<file path="src/hdl/rld_pkg.sv">
// Package for the run-list decoder: payload structs, result kinds, parser phases
// and field-size limits.
// No dependencies; every other file in hdl/ uses it by scoped names.
package rld_pkg;

  // Largest byte count for the length field or the offset field of one run.
  localparam int unsigned MAX_FIELD_BYTES = 8;
  localparam logic [3:0] MaxFieldBytes = 4'(MAX_FIELD_BYTES);
  localparam logic [3:0] NibbleMask = 4'hF;

  typedef enum logic [1:0] {
    KIND_SEGMENT  = 2'd0,
    KIND_LIST_END = 2'd1,
    KIND_ERROR    = 2'd2
  } kind_e;

  typedef enum logic [1:0] {
    PH_HEADER = 2'd0,
    PH_LENGTH = 2'd1,
    PH_OFFSET = 2'd2
  } phase_e;

  typedef struct packed {
    logic [7:0] data_byte;
    logic       end_of_buffer;
  } in_item_t;

  typedef struct packed {
    kind_e              kind;
    logic [63:0]        segment_start_vcn;
    logic [63:0]        segment_end_vcn;
    logic signed [63:0] start_cluster;
    logic               list_done;
  } out_item_t;

endpackage

</file>
<file path="src/hdl/rld_in_stage.sv">
// Input register of the run-list decoder: holds one accepted byte until the
// parser takes it. Depends on rld_pkg.
module rld_in_stage (
  input  logic              clk_i,
  input  logic              rst_ni,
  input  logic              valid_i,
  output logic              ready_o,
  input  rld_pkg::in_item_t data_i,
  output logic              item_valid_o,
  output rld_pkg::in_item_t item_o,
  input  logic              take_i
);

  logic              valid_q;
  rld_pkg::in_item_t data_q;

  // A new byte may enter in the same cycle that the held one is taken.
  assign ready_o      = !valid_q || take_i;
  assign item_valid_o = valid_q;
  assign item_o       = data_q;

  always_ff @(posedge clk_i or negedge rst_ni) begin
    if (!rst_ni) begin
      valid_q <= 1'b0;
    end else if (valid_i && ready_o) begin
      valid_q <= 1'b1;
    end else if (take_i) begin
      valid_q <= 1'b0;
    end
  end

  always_ff @(posedge clk_i) begin
    if (valid_i && ready_o) begin
      data_q <= data_i;
    end
  end

endmodule

</file>
<file path="src/hdl/rld_parser.sv">
// Per-byte parser of the run list: decode state, accumulators, running VCN and
// cluster, and the start VCN register. Depends on rld_pkg.
module rld_parser (
  input  logic               clk_i,
  input  logic               rst_ni,
  input  logic               cfg_we_i,
  input  logic [63:0]        cfg_wdata_i,
  input  logic               fire_i,
  input  rld_pkg::in_item_t  item_i,
  output logic               res_valid_o,
  output rld_pkg::out_item_t res_o
);

  rld_pkg::phase_e phase_q, phase_d;
  logic [3:0]  len_left_q, len_left_d;
  logic [3:0]  off_total_q, off_total_d;
  logic [2:0]  pos_q, pos_d;
  logic [63:0] len_acc_q, len_acc_d;
  logic [63:0] off_acc_q, off_acc_d;
  logic [63:0] next_vcn_q, next_vcn_d;
  logic [63:0] cluster_q, cluster_d;
  logic        discard_q, discard_d;
  logic        list_start_q, list_start_d;
  logic [63:0] start_vcn_q;

  logic [63:0] byte_shifted;
  logic [63:0] len_acc_new;
  logic [63:0] off_new;
  logic [63:0] off_ext;
  logic [2:0]  sign_lane;
  logic        sign_bit;
  logic [3:0]  pos_next;
  logic [3:0]  len_nib;
  logic [3:0]  off_nib;
  logic        eob;
  logic        seg_emit;
  logic        err_emit;
  logic        end_emit;
  logic [63:0] seg_end;

  assign eob          = item_i.end_of_buffer;
  assign len_nib      = item_i.data_byte[3:0] & rld_pkg::NibbleMask;
  assign off_nib      = item_i.data_byte[7:4];
  assign pos_next     = {1'b0, pos_q} + 4'd1;
  assign byte_shifted = {56'd0, item_i.data_byte} << {pos_q, 3'b000};
  assign len_acc_new  = len_acc_q | byte_shifted;
  assign off_new      = off_acc_q | byte_shifted;

  // Sign-extend the offset from its byte count; the sign bit is the top bit
  // of the last byte that was received.
  assign sign_lane = 3'(off_total_q - 4'd1);
  assign sign_bit  = off_new[{sign_lane, 3'b111}];

  always_comb begin
    for (int i = 0; i < 8; i++) begin
      off_ext[8*i +: 8] = (4'(i) < off_total_q) ? off_new[8*i +: 8] : {8{sign_bit}};
    end
  end

  // In the length phase the byte being taken completes the length.
  assign seg_end = next_vcn_q +
                   ((phase_q == rld_pkg::PH_LENGTH) ? len_acc_new : len_acc_q);

  always_comb begin
    phase_d      = phase_q;
    len_left_d   = len_left_q;
    off_total_d  = off_total_q;
    pos_d        = pos_q;
    len_acc_d    = len_acc_q;
    off_acc_d    = off_acc_q;
    next_vcn_d   = next_vcn_q;
    cluster_d    = cluster_q;
    discard_d    = discard_q;
    list_start_d = list_start_q;
    seg_emit     = 1'b0;
    err_emit     = 1'b0;
    end_emit     = 1'b0;

    if (fire_i) begin
      if (discard_q) begin
        if (eob) begin
          discard_d    = 1'b0;
          list_start_d = 1'b1;
        end
      end else begin
        case (phase_q)
          rld_pkg::PH_LENGTH: begin
            len_acc_d  = len_acc_new;
            pos_d      = 3'(pos_next);
            len_left_d = len_left_q - 4'd1;
            if (len_left_q == 4'd1) begin
              if (off_total_q == 4'd0) begin
                // A run without offset bytes is sparse.
                cluster_d = '1;
                seg_emit  = 1'b1;
              end else begin
                phase_d = rld_pkg::PH_OFFSET;
                pos_d   = 3'd0;
                err_emit = eob;
              end
            end else begin
              err_emit = eob;
            end
          end
          rld_pkg::PH_OFFSET: begin
            off_acc_d = off_new;
            pos_d     = 3'(pos_next);
            if (pos_next >= off_total_q) begin
              // A negative previous cluster means no base yet: take the raw offset.
              cluster_d = cluster_q[63] ? off_ext : cluster_q + off_ext;
              seg_emit  = 1'b1;
            end else begin
              err_emit = eob;
            end
          end
          default: begin
            if (list_start_q) begin
              next_vcn_d   = start_vcn_q[63] ? 64'd0 : start_vcn_q;
              cluster_d    = '1;
              list_start_d = 1'b0;
            end
            if (item_i.data_byte == 8'd0) begin
              end_emit = 1'b1;
            end else if (len_nib == 4'd0 || len_nib > rld_pkg::MaxFieldBytes ||
                         off_nib > rld_pkg::MaxFieldBytes || eob) begin
              err_emit = 1'b1;
            end else begin
              len_left_d  = len_nib;
              off_total_d = off_nib;
              pos_d       = 3'd0;
              len_acc_d   = '0;
              off_acc_d   = '0;
              phase_d     = rld_pkg::PH_LENGTH;
            end
          end
        endcase

        if (seg_emit || err_emit || end_emit) begin
          phase_d = rld_pkg::PH_HEADER;
          if (eob) begin
            list_start_d = 1'b1;
            discard_d    = 1'b0;
          end else begin
            discard_d = !seg_emit;
          end
        end
        if (seg_emit) begin
          next_vcn_d = seg_end;
        end
      end
    end
  end

  always_comb begin
    res_valid_o             = seg_emit || err_emit || end_emit;
    res_o.kind              = rld_pkg::KIND_SEGMENT;
    res_o.segment_start_vcn = '0;
    res_o.segment_end_vcn   = '0;
    res_o.start_cluster     = '0;
    res_o.list_done         = eob;
    if (seg_emit) begin
      res_o.segment_start_vcn = next_vcn_q;
      res_o.segment_end_vcn   = seg_end;
      res_o.start_cluster     = cluster_d;
    end else if (end_emit) begin
      res_o.kind = rld_pkg::KIND_LIST_END;
    end else if (err_emit) begin
      res_o.kind = rld_pkg::KIND_ERROR;
    end
  end

  always_ff @(posedge clk_i or negedge rst_ni) begin
    if (!rst_ni) begin
      phase_q      <= rld_pkg::PH_HEADER;
      len_left_q   <= '0;
      off_total_q  <= '0;
      pos_q        <= '0;
      len_acc_q    <= '0;
      off_acc_q    <= '0;
      next_vcn_q   <= '0;
      cluster_q    <= '1;
      discard_q    <= 1'b0;
      list_start_q <= 1'b1;
      start_vcn_q  <= '0;
    end else begin
      phase_q      <= phase_d;
      len_left_q   <= len_left_d;
      off_total_q  <= off_total_d;
      pos_q        <= pos_d;
      len_acc_q    <= len_acc_d;
      off_acc_q    <= off_acc_d;
      next_vcn_q   <= next_vcn_d;
      cluster_q    <= cluster_d;
      discard_q    <= discard_d;
      list_start_q <= list_start_d;
      if (cfg_we_i) begin
        start_vcn_q <= cfg_wdata_i;
      end
    end
  end

endmodule

</file>
<file path="src/hdl/rld_out_stage.sv">
// Result register of the run-list decoder: holds one result until the
// consumer takes it. Depends on rld_pkg.
module rld_out_stage (
  input  logic               clk_i,
  input  logic               rst_ni,
  input  logic               load_i,
  input  logic               res_valid_i,
  input  rld_pkg::out_item_t res_i,
  output logic               can_load_o,
  output logic               valid_o,
  input  logic               ready_i,
  output rld_pkg::out_item_t data_o
);

  logic               valid_q;
  rld_pkg::out_item_t data_q;

  // The register may be reloaded in the cycle its current result transfers.
  assign can_load_o = !valid_q || ready_i;
  assign valid_o    = valid_q;
  assign data_o     = data_q;

  always_ff @(posedge clk_i or negedge rst_ni) begin
    if (!rst_ni) begin
      valid_q <= 1'b0;
    end else if (load_i) begin
      valid_q <= res_valid_i;
    end else if (ready_i) begin
      valid_q <= 1'b0;
    end
  end

  always_ff @(posedge clk_i) begin
    if (load_i && res_valid_i) begin
      data_q <= res_i;
    end
  end

endmodule

</file>
<file path="src/hdl/data_run_list_decoder.sv">
// Run-list decoder: takes one run-list byte per transfer and returns at most one
// result per byte (segment, list end or error). A byte is accepted every cycle
// while results are taken. Its result passes two registers: the byte sits in the
// input register, passes the parser logic and is caught by the result register,
// from which it transfers. A result that waits stalls the input. Bytes that yield
// no result still pass through the parser in order.
// start_vcn is written through cfg_we_i/cfg_wdata_i; the user must write it only
// while the block is idle, which the block itself does not enforce.
// Depends on rld_pkg, rld_in_stage, rld_parser and rld_out_stage.
module data_run_list_decoder (
  input  logic               clk_i,
  input  logic               rst_ni,
  input  logic               valid_i,
  output logic               ready_o,
  input  rld_pkg::in_item_t  data_i,
  output logic               valid_o,
  input  logic               ready_i,
  output rld_pkg::out_item_t data_o,
  input  logic               cfg_we_i,
  input  logic [63:0]        cfg_wdata_i
);

  logic               item_valid;
  rld_pkg::in_item_t  item;
  logic               fire;
  logic               can_load;
  logic               res_valid;
  rld_pkg::out_item_t res;

  assign fire = item_valid && can_load;

  rld_in_stage u_in_stage (
    .clk_i        (clk_i),
    .rst_ni       (rst_ni),
    .valid_i      (valid_i),
    .ready_o      (ready_o),
    .data_i       (data_i),
    .item_valid_o (item_valid),
    .item_o       (item),
    .take_i       (fire)
  );

  rld_parser u_parser (
    .clk_i       (clk_i),
    .rst_ni      (rst_ni),
    .cfg_we_i    (cfg_we_i),
    .cfg_wdata_i (cfg_wdata_i),
    .fire_i      (fire),
    .item_i      (item),
    .res_valid_o (res_valid),
    .res_o       (res)
  );

  rld_out_stage u_out_stage (
    .clk_i       (clk_i),
    .rst_ni      (rst_ni),
    .load_i      (fire),
    .res_valid_i (res_valid),
    .res_i       (res),
    .can_load_o  (can_load),
    .valid_o     (valid_o),
    .ready_i     (ready_i),
    .data_o      (data_o)
  );

endmodule

</file>
<file path="config.mk">
export PLATFORM = sky130hd
export DESIGN_NAME = data_run_list_decoder
export DESIGN_NICKNAME = d
export VERILOG_FILES = /design/src/hdl/rld_pkg.sv /design/src/hdl/rld_in_stage.sv /design/src/hdl/rld_parser.sv /design/src/hdl/rld_out_stage.sv /design/src/hdl/data_run_list_decoder.sv
export SDC_FILE = /design/constraint.sdc
export NUM_CORES = 1
export LEC_CHECK = 0
export BUFFER_PORTS_ARGS = -buffer_cell sky130_fd_sc_hd__buf_2
export CORE_AREA = 2 2 272 274
export DETAILED_ROUTE_END_ITERATION = 10
export DIE_AREA = 0 0 274 276
export HOLD_SLACK_MARGIN = 0.08
export PLACE_DENSITY = 0.65
export SLEW_MARGIN = 15
export SYNTH_ARGS = -nofsm -noshare
export SYNTH_HDL_FRONTEND = slang
export SYNTH_SLANG_ARGS = --single-unit
</file>
<file path="constraint.sdc">
create_clock -name clk_i -period 33.2 [get_ports clk_i]
set_input_delay 6.64 -clock clk_i [delete_from_list [all_inputs] [get_ports clk_i]]
set_output_delay 6.64 -clock clk_i [all_outputs]
set_load 0.005 [all_outputs]
</file>
**Yosys cells after proc, flatten, opt, wreduce, memory -nomap -nowiden**

Cells that the tools add are included.

- Add/sub/neg operators: 5
- Multiply operators: 0
- Divide/modulo/power cells: 0
- Magnitude comparators: 12
- Equality and inequality tests: 16
- Shift-type cells: 1
- Mux-type cells: 80
- Bitwise gates (word level): 8
- Reduce and logical (&&, ||, !) cells: 30

Operators by type and width:

| kind | count |
|---|---|
| 64-bit two-way mux | 13 |
| 64-bit case mux with 2 select lines | 3 |
| 64-bit adder | 2 |
| 64-bit OR | 2 |
| 8-bit two-way mux | 8 |
| 8-bit by 6-bit left shift with 64-bit output | 1 |
| 63-bit two-way mux | 1 |
| 1-bit two-way mux | 37 |
| 3-bit by 4-bit < comparator with 1-bit output (first input constant) | 4 |
| 5-bit AND reduction | 3 |
| 2-bit two-way mux | 6 |
| 3-bit two-way mux | 4 |
| 3-bit by 2-bit != test with 1-bit output (second input constant) | 4 |
| 1-bit logical OR | 9 |
| 4-bit greater-than comparator (second input constant) | 2 |
| 4-bit logical NOT | 2 |
| 8-bit logical NOT | 1 |
| 1-bit by 4-bit < comparator with 1-bit output (first input constant) | 2 |
| 2-bit by 4-bit < comparator with 1-bit output (first input constant) | 2 |
| 4-bit two-way mux | 2 |
| 2-bit by 1-bit != test with 1-bit output (second input constant) | 4 |
| 4-bit case mux with 2 select lines | 1 |
| 4-bit AND reduction | 2 |
| 6-bit by 7-bit < comparator with 1-bit output (second input constant) | 1 |
| 20 further kinds | 36 |

- Flip-flop bits (word level): 541
- Bits in latches: 0
- Memory bits (writable): 0
- Memory bits (read-only): 0
- Bits of input ports: 78
- Output and inout port bits: 197
- Word-level logic and storage cells: 173
- Memories kept: 0

**Depth between registers and ports, before layout**

- Depth in word-level cells: 14
- Mapped depth: 20
- Depth with buffers taken out: 17

**Hierarchy**

From an unflattened synthesis, not the netlist that was laid out.

- Cells, all modules: 3482
- Area, all modules: 32165.8 µm²

Modules (own cells, without submodules):

| module | instances | cells each | area an instance (µm²) | sequential area each (µm²) |
|---|---|---|---|---|
| rld_parser | 1 | 3269 | 25924.9 | 8464.4 |
| rld_out_stage | 1 | 199 | 5910.7 | 5880.6 |
| rld_in_stage | 1 | 13 | 324.1 | 295.3 |
| data_run_list_decoder | 1 | 1 | 6.3 | 0.0 |

**Worst setup path after synthesis**

OpenSTA, ideal clock, no wires.

- Path kind: input to register
- Start point: input port ready_i
- End point: register u_parser.phase_q[0]
- Library setup time: 0.504 ns
- Data arrival time: 16.290 ns
- Data required time: 32.696 ns
- Slack: 16.406 ns
- Stages: 7
- Buffers on the path: 2
- Cells stage by stage: nand2b_1 > nand2_1 > or2_2 > clkbuf_1 > clkbuf_1 > nor2_1 > o21ai_0

- Cells in the longest elaborated chain, start to end: 3

RTL lines:

| what | RTL line | source |
|---|---|---|
| start, declared | data_run_list_decoder.sv:17 | `input logic ready_i,` |
| 1-bit logical OR | rld_out_stage.sv:19 | `assign can_load_o = !valid_q \|\| ready_i;` |
| 1-bit logical AND | data_run_list_decoder.sv:30 | `assign fire = item_valid && can_load;` |
| 7-bit AND reduction (no source line) | - |  |
| end signal, assigned | rld_parser.sv:174 | `phase_q <= rld_pkg::PH_HEADER;` |
| end signal, assigned | rld_parser.sv:186 | `phase_q <= phase_d;` |
| end, declared | rld_parser.sv:14 | `rld_pkg::phase_e phase_q, phase_d;` |

No other way between the ends.
A chain may end at the register's enable or synchronous reset.

**Final worst setup path**

- Start point: input port ready_i
- End point: output port ready_o

- Cells in the longest elaborated chain, start to end: 3

RTL lines:

| what | RTL line | source |
|---|---|---|
| 1-bit logical OR | rld_out_stage.sv:19 |  |
| 1-bit logical AND | data_run_list_decoder.sv:30 |  |
| 1-bit logical OR | rld_in_stage.sv:18 | `assign ready_o = !valid_q \|\| take_i;` |
| end, declared | data_run_list_decoder.sv:14 | `output logic ready_o,` |

No other way between the ends.

==> run metrics <==
register-to-register setup slack=approximately 26 ns; Multi-input gate area=about 17000 µm²; Placeable Area=approximately 73000 µm²; grt ovf=0; clk_lat worst skew=between 0.6 and 0.7 ns; most frequent cells in the layout=398 x a21oi_1, 351 x nor2_1, 311 x nand2_1; Synth Warn #=0; Clock Skews=roughly 0.065 ns; hpwl dp=~77000 µm; Initial Util=0.447; vias in the first global route=about 27000; WL per Instance=~24 µm; Die ar.=approximately 76000 µm²; gr busiest metal=met2; CP peak stage delay=between 0.15 and 0.2 ns; share of layout cells above drive strength 1=0.170; DRC viols=0; result of the run=complete, no violations; number of distinct library cells after synthesis=just over 90; CTS resizes=0; # fillers=about 6800; drt first pass iters=6; nets=a little under 4000; Post-Syn Area=around 32000 µm²; Final Cycle Share=0.413; I/O pin count=between 200 and 300; port bufs=between 200 and 300; final core utilization=0.506; CTS tree=built; CP Capture Type=output pin; GRT Overall Usage=0.282; hold path depth=2; initial antenna violation count=1; f_max=73.0 MHz; Avg Cell Area, Syn=between 9 and 10 µm²; CP cell instances=buf_2 -> nand3b_1 -> buf_2; Post-CTS Setup Bufs=0; VDD IR max=between 60 and 70 µV; antenna-violating nets left=0; Post-synth EDFFs=around 200; hold buffers post-CTS=0; H-tree depth=2; leakage power total=around 16 nW; Area growth, synth to finish=13.2%; Inserted Clock Buffers=60; GR Util met2=0.439; PD cells=a little over 100 nW/µm²; worst path required time=26.56 ns; Max-cap violations=0; Storage cell area=between 10000 and 15000 µm²; gpl congestion=0.953; Initial DRC Count=approximately 2900; CTS Sinks=approximately 540; max_slew headroom=0.127; Crit path buffers/inverters=2; Hold Fails Final Rpt=0; critical path class=primary input to output pin; first-pass GRT wire length=165000 µm; setup_tns=0 ns; Worst Path Arrival=7.06 ns; Die H=between 200 and 300 µm; Async S/R FF share, synth=0.623; largest net degree at the start of global routing=between 100 and 150; Reg2Reg Launch Point=u_parser.pos_q[0]$_DFFE_PN0P_; Worst Hold Class=flip-flop to flip-flop; GR Layer Usage met3=0.0531; Worst-path clk slew=around 0.06 ns; DR vias=28142; family with the most delay on the worst path=buffers and inverters; startpoint types=primary input; RSZ-0062 raised after global routing=no; Worst path slowest cell=nand3b_1; Synthesized Nets=~3700; Worst-Margin Slew=about 1.3 ns; Row Count=slightly below 100; Yosys reg bits=541; Worst Hold End=u_parser.len_acc_q[1]$_DFFE_PN0P_; minimum clock period=about 14 ns; setup violators final=0; commonest non-fill, non-tap cell in the layout=a21oi_1; hold path start=u_parser.len_acc_q[1]$_DFFE_PN0P_; CP Max Fanout=3; Pins Over Slew Limit=0; GR met1 Demand/Resource=0.391; sequential fraction of the synthesis area=0.451; Die X=roughly 270 µm; Clock Path Buffers=3; WL final=between 100000 and 150000 µm; Worst R2R Path Depth=17; Most common cell on crit path=buf_2; worst reg2reg path endpoint=u_out_stage.data_o[62]$_SDFFCE_PN0P_; DR vias/cell=a little over 6; clk root buf=clkbuf_16; post-synthesis cell count=approximately 3500; Most used DFF post-synth=dfrtp_1
-- metal layers --
metal / vias to the layer above / part of all wire
li1: 13074 / -
met1: 13752 / 0.44
met2: 1118 / 0.45
met3: 198 / 0.073
met4: 0 / 0.038
met5: - / 0
-- kinds of logic after synthesis --
group / Yosys count / synth area share
flip-flops: 541 / 0.451
AND/OR/NAND/NOR: 1066 / 0.152
adder cells (fa/ha/maj): 153 / 0.0594
AO/OA/AOI/OAI: 1199 / 0.240
multiplexers: 92 / 0.0321
XOR/XNOR: 109 / 0.0294
buffers and inverters: 306 / 0.0360
-- stage by stage --
stage | hold slack (ns) | power, mW | cell area [µm²] | setup WS [ns] | std cells
CTS | 0.487 | 3.78 | 36800 | 19.49 | 4626
floorplan | 0.452 | 2.46 | 32500 | 16.41 | 3466
finish | 0.486 | 3.80 | 36800 | 19.50 | 4628
detailed placement | 0.473 | 3.05 | 34600 | 19.50 | 4513
global route | 0.499 | 4.05 | 36800 | 19.49 | 4626
global placement | 0.464 | 3.04 | 34600 | 19.49 | 4513
-- sequential cells by signal, summed over array words and instances, names as in the netlist --
register	cells
u_parser.len_acc_q	64
u_parser.off_total_q	4
u_in_stage.item_valid_o	1
u_out_stage.valid_o	1
u_out_stage.data_o	195
u_parser.list_start_q	1
u_parser.start_vcn_q	64
u_parser.len_left_q	4
u_parser.next_vcn_q	64
u_in_stage.item_o	9
u_parser.phase_q	2
u_parser.off_acc_q	64
u_parser.pos_q	3
u_parser.discard_q	1
u_parser.cluster_q	64
-- report_power, final --
part | switching [mW] | total (mW) | internal [mW]
clock | 0.290 | 0.719 | 0.429
sequential | 0.131 | 1.03 | 0.902
combinational | 1.33 | 2.05 | 0.720
-- how the worst max path moves through the flow --
| stage | to | slack [ns] | cells past startpoint | startpoint |
|---|---|---|---|---|
| floorplan | u_parser.phase_q[0]$_DFFE_PN0P_ | 16.41 | 7 | ready_i |
| global placement | ready_o | 19.49 | 3 | ready_i |
| detailed placement | ready_o | 19.50 | 3 | ready_i |
| CTS | ready_o | 19.49 | 3 | ready_i |
| global route | ready_o | 19.49 | 3 | ready_i |
| finish | ready_o | 19.50 | 3 | ready_i |
-- tightest hold or removal path: stages, from the launching register on --
cell	delay (ns)
dfrtp_1	0.34
nand2_1	0.05
o21ai_0	0.06
-- final cells by class --
class                   count  share of cell area
multi-input cells        2619               0.455
flip-flops and latches    541               0.398
repair buffers            331              0.0492
clock buffers              77              0.0448
well taps                 959              0.0326
clock inverters            36              0.0132
inverters                  63             0.00643
diodes                      2            0.000136
-- Yosys cell counts (all sizes together), types with 48 or more instances --
cell      n  area [µm²]
a21oi   401        2010
nand2   313        1180
a211oi   57         428
clkbuf  212         798
edfxtp  204        6130
xnor2    67         587
a22o     57         499
dfstp    65        1710
and3    109         683
dfrtp   272        6810
a21o    115         863
mux2     73         822
o21ai   214        1070
nand4    60         382
inv      62         233
ha      151        1890
o21a     48         360
o21bai   54         405
nor2    359        1350
(Power assumes the default switching activity.)
